`src/hdl/tmp_pkg.sv`:
```
package tmp_pkg;

	localparam int DATA_W = 32;
	localparam int FRAC_W = 16;
	localparam int INT_W  = 64;
	localparam int SH_W   = 6;

	localparam logic [1:0] REG_START    = 2'd0;
	localparam logic [1:0] REG_END      = 2'd1;
	localparam logic [1:0] REG_DURATION = 2'd2;

	localparam logic [1:0] PH_ACCEL  = 2'd0;
	localparam logic [1:0] PH_CRUISE = 2'd1;
	localparam logic [1:0] PH_DECEL  = 2'd2;
	localparam logic [1:0] PH_HOLD   = 2'd3;

	// Profile figures derived from the configuration at the intermediate width, plus direction and no-motion flags
	typedef struct packed {
		logic signed [INT_W-1:0] qi;
		logic signed [INT_W-1:0] qf;
		logic [INT_W-1:0]        dur;
		logic [INT_W-1:0]        tc;
		logic [INT_W-1:0]        acc;
		logic [INT_W-1:0]        vc;
		logic                    neg;
		logic                    zero;
	} tmp_prof_t;

endpackage

```
`src/hdl/tmp_setup.sv`:
```
module tmp_setup #(
	parameter int DATA_WIDTH = tmp_pkg::DATA_W,
	parameter int FRAC_BITS  = tmp_pkg::FRAC_W
) (
	input  logic                  clk,
	input  logic                  arst_n,
	input  logic                  cfg_we,
	input  logic [1:0]            cfg_addr,
	input  logic [DATA_WIDTH-1:0] cfg_data,
	output logic                  busy,
	output tmp_pkg::tmp_prof_t    prof
);
	import tmp_pkg::*;

	localparam logic [2:0] ST_IDLE = 3'd0;
	localparam logic [2:0] ST_LOAD = 3'd1;
	localparam logic [2:0] ST_MEAN = 3'd2;
	localparam logic [2:0] ST_VMUL = 3'd3;
	localparam logic [2:0] ST_TC   = 3'd4;
	localparam logic [2:0] ST_ACC  = 3'd5;
	localparam logic [2:0] ST_VC   = 3'd6;

	localparam logic [63:0] KCRUISE = ((64'd101 << FRAC_BITS) + 64'd50) / 64'd100;
	// 2^71/101 rounded up, less its top bit 2^64
	localparam logic [63:0] RECIP_LO = 64'((128'd27 << 64) / 128'd101 + 128'd1);
	localparam logic [6:0]  DIV_SH_STEPS = 7'(64 + FRAC_BITS);
	localparam logic [6:0]  PLAIN_STEPS  = 7'd64;

	logic [DATA_WIDTH-1:0] start_q, end_q;
	logic [DATA_WIDTH-2:0] dur_q;
	logic [2:0]            state_q;
	logic [6:0]            cnt_q, steps_q;
	logic [63:0]           n_q, d_q, rem_q, quo_q, ma_q, mb_q, v_q;
	logic                  ovf_q;
	logic [127:0]          acc_q;
	tmp_prof_t             prof_q;

	logic signed [63:0] qi_w, qf_w;
	logic [63:0]        dur_w, dist_w;
	logic [63:0]        rem_sh, rem_nx, div_res, mul_res, tc_w;
	logic [127:0]       acc_nx, mul_shifted;
	logic               take, op_done;

	always_comb begin
		qi_w   = 64'($signed(start_q));
		qf_w   = 64'($signed(end_q));
		dur_w  = (dur_q == '0) ? 64'd1 : 64'(dur_q);
		dist_w = (qf_w < qi_w) ? 64'(qi_w - qf_w) : 64'(qf_w - qi_w);

		rem_sh  = {rem_q[62:0], n_q[63]};
		take    = rem_q[63] || (rem_sh >= d_q);
		rem_nx  = take ? rem_sh - d_q : rem_sh;
		div_res = (d_q == '0 || ovf_q) ? '1 : quo_q;

		acc_nx      = {acc_q[126:0], 1'b0} + (mb_q[63] ? {64'd0, ma_q} : 128'd0);
		mul_shifted = acc_q >> FRAC_BITS;
		mul_res     = (|mul_shifted[127:64]) ? '1 : mul_shifted[63:0];
		tc_w        = {7'd0, acc_q[127:71]};

		op_done = (cnt_q == steps_q);
	end

	always_ff @(posedge clk or negedge arst_n) begin
		if (!arst_n) begin
			start_q <= '0;
			end_q   <= '0;
			dur_q   <= (DATA_WIDTH-1)'(64'd1 << FRAC_BITS);
			state_q <= ST_LOAD;
			cnt_q   <= '0;
			steps_q <= '0;
			n_q     <= '0;
			d_q     <= '0;
			rem_q   <= '0;
			quo_q   <= '0;
			ma_q    <= '0;
			mb_q    <= '0;
			v_q     <= '0;
			ovf_q   <= 1'b0;
			acc_q   <= '0;
			prof_q  <= '0;
		end else if (cfg_we) begin
			unique case (cfg_addr)
				REG_START:    start_q <= cfg_data;
				REG_END:      end_q   <= cfg_data;
				REG_DURATION: dur_q   <= cfg_data[DATA_WIDTH-2:0];
				default:      ;
			endcase
			state_q <= ST_LOAD;
		end else begin
			unique case (state_q)
				ST_IDLE: ;
				ST_LOAD: begin
					prof_q.qi   <= qi_w;
					prof_q.qf   <= qf_w;
					prof_q.neg  <= qf_w < qi_w;
					prof_q.zero <= dist_w == '0;
					prof_q.dur  <= dur_w;
					n_q     <= dist_w;
					d_q     <= dur_w;
					rem_q   <= '0;
					quo_q   <= '0;
					ovf_q   <= 1'b0;
					cnt_q   <= '0;
					steps_q <= DIV_SH_STEPS;
					state_q <= ST_MEAN;
				end
				ST_MEAN, ST_ACC: begin
					if (!op_done) begin
						n_q   <= {n_q[62:0], 1'b0};
						rem_q <= rem_nx;
						if (quo_q[63]) ovf_q <= 1'b1;
						quo_q <= {quo_q[62:0], take};
						cnt_q <= cnt_q + 7'd1;
					end else begin
						cnt_q <= '0;
						rem_q <= '0;
						quo_q <= '0;
						ovf_q <= 1'b0;
						acc_q <= '0;
						if (state_q == ST_MEAN) begin
							// mean speed times 1.01
							ma_q    <= div_res;
							mb_q    <= KCRUISE;
							steps_q <= PLAIN_STEPS;
							state_q <= ST_VMUL;
						end else begin
							prof_q.acc <= div_res;
							ma_q    <= div_res;
							mb_q    <= prof_q.tc;
							steps_q <= PLAIN_STEPS;
							state_q <= ST_VC;
						end
					end
				end
				ST_VMUL, ST_TC, ST_VC: begin
					if (!op_done) begin
						acc_q <= acc_nx;
						mb_q  <= {mb_q[62:0], 1'b0};
						cnt_q <= cnt_q + 7'd1;
					end else if (state_q == ST_VMUL) begin
						// blend time: multiply the duration by the reciprocal of 101;
						// seed the sum with the duration for the top bit 2^64
						v_q     <= mul_res;
						ma_q    <= prof_q.dur;
						mb_q    <= RECIP_LO;
						acc_q   <= {64'd0, prof_q.dur};
						cnt_q   <= '0;
						steps_q <= PLAIN_STEPS;
						state_q <= ST_TC;
					end else if (state_q == ST_TC) begin
						prof_q.tc <= tc_w;
						n_q     <= v_q;
						d_q     <= tc_w;
						rem_q   <= '0;
						quo_q   <= '0;
						ovf_q   <= 1'b0;
						cnt_q   <= '0;
						steps_q <= DIV_SH_STEPS;
						state_q <= ST_ACC;
					end else begin
						prof_q.vc <= mul_res;
						state_q   <= ST_IDLE;
					end
				end
				default: state_q <= ST_IDLE;
			endcase
		end
	end

	assign busy = state_q != ST_IDLE;
	assign prof = prof_q;

endmodule

```
`config.mk`:
```
export PLATFORM = sky130hd
export DESIGN_NAME = tmp_setup
export DESIGN_NICKNAME = d
export VERILOG_FILES = /design/src/hdl/tmp_pkg.sv /design/src/hdl/tmp_setup.sv
export SDC_FILE = /design/constraint.sdc
export NUM_CORES = 2
export LEC_CHECK = 0
export ABC_AREA = 0
export BUFFER_PORTS_ARGS = -buffer_cell sky130_fd_sc_hd__buf_2
export CAP_MARGIN = 15
export CELL_PAD_IN_SITES_DETAIL_PLACEMENT = 1
export CELL_PAD_IN_SITES_GLOBAL_PLACEMENT = 2
export CORE_MARGIN = 8
export CORE_UTILIZATION = 41
export CTS_CLUSTER_DIAMETER = 120
export DETAILED_ROUTE_END_ITERATION = 8
export GPL_ROUTABILITY_DRIVEN = 0
export PLACE_DENSITY_LB_ADDON = 0.1
export SYNTH_ARGS = -nofsm -noshare
export SYNTH_HDL_FRONTEND = slang
export SYNTH_SLANG_ARGS = --single-unit
```
`constraint.sdc`:
```
create_clock -name clk -period 10.1 [get_ports clk]
set_input_delay 1.01 -clock clk [delete_from_list [all_inputs] [get_ports clk]]
set_output_delay 1.01 -clock clk [all_outputs]
set_load 0.005 [all_outputs]
```
==> impl_metrics.csv <==
group,metric,value,unit
outcome,status,"finished clean",
critical_path,crit_fanout,65,
clocking,root_buffer,"clkbuf_16",
route,post_drt_wl_per_cell,24.0,um
clocking,h-tree-depth,3,
grt,grt_max_degree,187,
route,totalWireLength,179000,um
placement,port_buffers,383,
route,drt-initial-drc-count,2742,
grt,overflow,0,
logic_synthesis,seq_area_frac_synth,47.0,%
route,drc,0,
logic_synthesis,synth-xor-area-share,3.67,%
critical_path,ff2ff_setup_slack,4.49,ns
logic_synthesis,synth_flop_cell,"dfrtp_1",
logic_synthesis,synth_top_area_cell,"dfrtp_1",
clocking,cts.sinks,959,
placement,pre_cts_slack,4.51,ns
floorplan,io_pins,424,
finish,final_nets,5967,
pwr,worst_ir_drop_vdd,0.310,mV
floorplan,fp.dieArea,136000,um^2
critical_path,critPathCaptureType,"flip-flop",
critical_path,critPathMaxStageDelay,1.05,ns
critical_path,crit_path_start,"mb_q[63]$_DFFE_PN0P_",
logic_synthesis,synth_top_area_share,46.9,%
logic_synthesis,synth_cell_types,83,
grt,grt_use_total,25.8,%
sta,setup_slack,4.49,ns
finish,layout-drive-gt1-share,13.5,%
sta,fin_skew,0.0335,ns
route,first_pass_iters,5,
route,vias_per_cell,5.67,
sta,worst_pin_slew,1.14,ns
finish,regArea,24000,um^2
logic_synthesis,netlist_top_cells_count,"dfrtp_1, nand2_1, o21ai_0",
critical_path,arrival,6.17,ns
logic_synthesis,yosys-top-cells-area,"dfrtp_1, nand2_1, o21ai_0",
clocking,cts_resized,0,
clocking,cts-hold-fix-buffers,0,
logic_synthesis,synth-compound-area-share,19.8,%
logic_synthesis,yosys.area_share.simple,15.1,%
sta,fmax,178,MHz
critical_path,crit_slowest_cell,"dfrtp_2",
critical_path,regToRegStartpoint,"mb_q[63]$_DFFE_PN0P_",
finish,final.fill_count,14268,
min_path,hold_path_class,"primary input to asynchronous set/reset pin",
placement,dp.final_hpwl,130000,um
sta,hold_ws,0.355,ns
finish,syn_to_final_growth,12.2,%
clocking,clk_transition_reported_paths,0.07,ns
sta,period_needed,5.61,ns
logic_synthesis,async_flop_share,100,%
clocking,post-cts-setup-buffer-count,0,
sta,period_share,55.5,%
logic_synthesis,synthAdderAreaFrac,4.74,%
grt,antenna_found_initial,7,
critical_path,ff2ff_path_depth,15,
grt,grt_first_pass_wirelength,277000,um
grt,grt_pass1_vias,44467,
floorplan,fp.dieW,369,um
floorplan,fp.dieH,369,um
critical_path,r2r-end,"acc_q[86]$_DFFE_PN0P_",
pwr,p_per_area,285,nW/um^2
logic_synthesis,ys_warn_count,0,
sta,final-max-slew-violation-count,0,
logic_synthesis,synthMuxAreaShare,3.99,%
logic_synthesis,ys_seq_elements,959,
clocking,cts_buffer_depth,3,
pwr,leakagePower,0.0271,uW
sta,fin_setup_tns,0,ns
sta,setup_viol,0,
floorplan,rows,129,
floorplan,start_util,41.3,%
logic_synthesis,synth-edff-count,0,
route,ant_nets,0,
clocking,clk_latency,0.73,ns
logic_synthesis,synth_top_family_by_area,"compound AO/OA/AOI/OAI gates",
logic_synthesis,avgSynthCellArea,9.07,um^2
clocking,cts_buffers,108,
floorplan,core,124000,um^2
critical_path,worst_setup_path_start_kind,"flip-flop",
critical_path,cp-endpoint,"acc_q[86]$_DFFE_PN0P_",
logic_synthesis,synthesis.area,51000,um^2
route,num_vias,42271,
sta,slew-limit-headroom,23.7,%
critical_path,crit_chain,"nand2_1 > inv_1 > ha_1 > a21o_1 > a21o_1 > a211oi_1 > o21ai_0 > a221oi_1 > a21oi_1 > a32oi_1 > a21oi_2 > nand2_1 > nor3_1 > xnor2_1 > o22ai_1",
flow_run,max-cap-violations,0,
finish,multi_input_area,24400,um^2
critical_path,worstPathRequired,10.66,ns
sta,hold_viol,0,
logic_synthesis,syn_inst,5626,
clocking,cts_tree,"built",
critical_path,path_class,"flip-flop to flip-flop",
sta,rsz0062_at_grt,"no",
logic_synthesis,synth.most_common_cell,"dfrtp_1",
[stage by stage]
step / std cells / area [um^2] / total power (uW) / util, %
2_1_floorplan: 5665 / 51200 / 10100 / -
3_3_place_gp: 7266 / 53600 / 12100 / 43.3
3_5_place_dp: 7266 / 53600 / 12200 / 43.3
4_1_cts: 7458 / 57200 / 16400 / 46.3
5_1_grt: 7458 / 57200 / 17400 / 46.3
6_report: 7459 / 57200 / 16300 / 46.3
[sequential cells by signal (all words and copies together), names as in the netlist]
signal   count
prof       282
acc_q      128
ma_q        64
mb_q        64
n_q         64
quo_q       64
rem_q       64
v_q         64
d_q         57
end_q       32
start_q     32
dur_q       31
cnt_q        7
state_q      3
steps_q      2
ovf_q        1
[worst max-delay path: cells and delay by family, from the launching register on]
family	cells	cell delay [ns]
DFF	1	1.05
xor gates and xnor gates	1	0.18
buffers and inverters	1	0.12
AOI/OAI and AO/OA	9	3.04
adders and majority gates	1	0.23
and+or+nand+nor	3	0.79
[power breakdown]
group | internal [uW] | switching (uW) | total [uW]
combinational | 2630 | 3890 | 6520
sequential | 4650 | 1020 | 5670
clock | 2440 | 1670 | 4110
[cells in the final DEF (no fill, tap or decap), types with 14 or more instances in the layout]
cell,synthesis,routed
dfrtp_1,957,956
nand2_1,806,804
o21ai_0,599,599
nor2_1,520,519
a21oi_1,416,413
buf_2,13,382
ha_1,187,187
inv_1,183,183
xnor2_1,131,131
mux2_2,117,117
a22o_1,112,112
clkbuf_16,0,112
a21o_1,111,110
xor2_1,83,83
nand3_1,72,72
mux2i_1,72,72
and2_1,71,71
nand4_1,64,64
and3_1,53,52
buf_4,105,50
a22oi_1,48,48
nor4_1,44,43
o21bai_1,42,42
conb_1,1,40
a31oi_1,37,37
a221oi_1,34,34
nor3_1,37,33
o221ai_1,32,32
a221o_1,27,27
clkbuf_1,332,27
o21ai_1,29,26
o21a_1,25,25
nor2b_1,24,24
clkbuf_8,0,23
a211oi_1,20,20
nand2b_1,19,18
o22ai_1,16,16
o211ai_1,14,14
[cell families (layout without fill, tap and decap cells)]
group                    Yosys count  after routing
flip-flops                       959            959
other                              1             41
AO/OA/AOI/OAI                   1644           1644
multiplexers                     189            189
AND/OR/NAND/NOR                 1770           1770
XOR/XNOR                         214            214
buffers and inverters            658            814
adder cells (fa/ha/maj)          191            191
[routing by layer]
layer | GRT usage, % | share of wire (%)
met1 | 34.6 | 44
met2 | 42.7 | 48
met3 | 3.82 | 4.4
met4 | 8.56 | 3.6
met5 | 0 | 0.0073
[cell type report]
class / count / area share (%)
timing repair buffer: 438 / 4.20
inverter: 184 / 1.21
sequential: 959 / 41.9
antenna: 1 / 0.00437
clock inverter: 30 / 0.776
tap: 1637 / 3.58
multi-input combinational: 4048 / 42.7
clock buffer: 162 / 5.63
[worst min path at each step]
stage	cells after the start	startpoint	slack, ns	endpoint
5_1_grt	1	arst_n	0.39	prof[166]$_DFFE_PN0P_
6_report	1	arst_n	0.36	prof[165]$_DFFE_PN0P_
3_5_place_dp	2	ma_q[48]$_DFFE_PN0P_	0.46	ma_q[48]$_DFFE_PN0P_
4_1_cts	1	arst_n	0.36	prof[165]$_DFFE_PN0P_
2_1_floorplan	2	ma_q[63]$_DFFE_PN0P_	0.44	ma_q[63]$_DFFE_PN0P_
3_3_place_gp	2	prof[62]$_DFFE_PN0P_	0.46	prof[62]$_DFFE_PN0P_
Power figures use the tool's default switching activity.
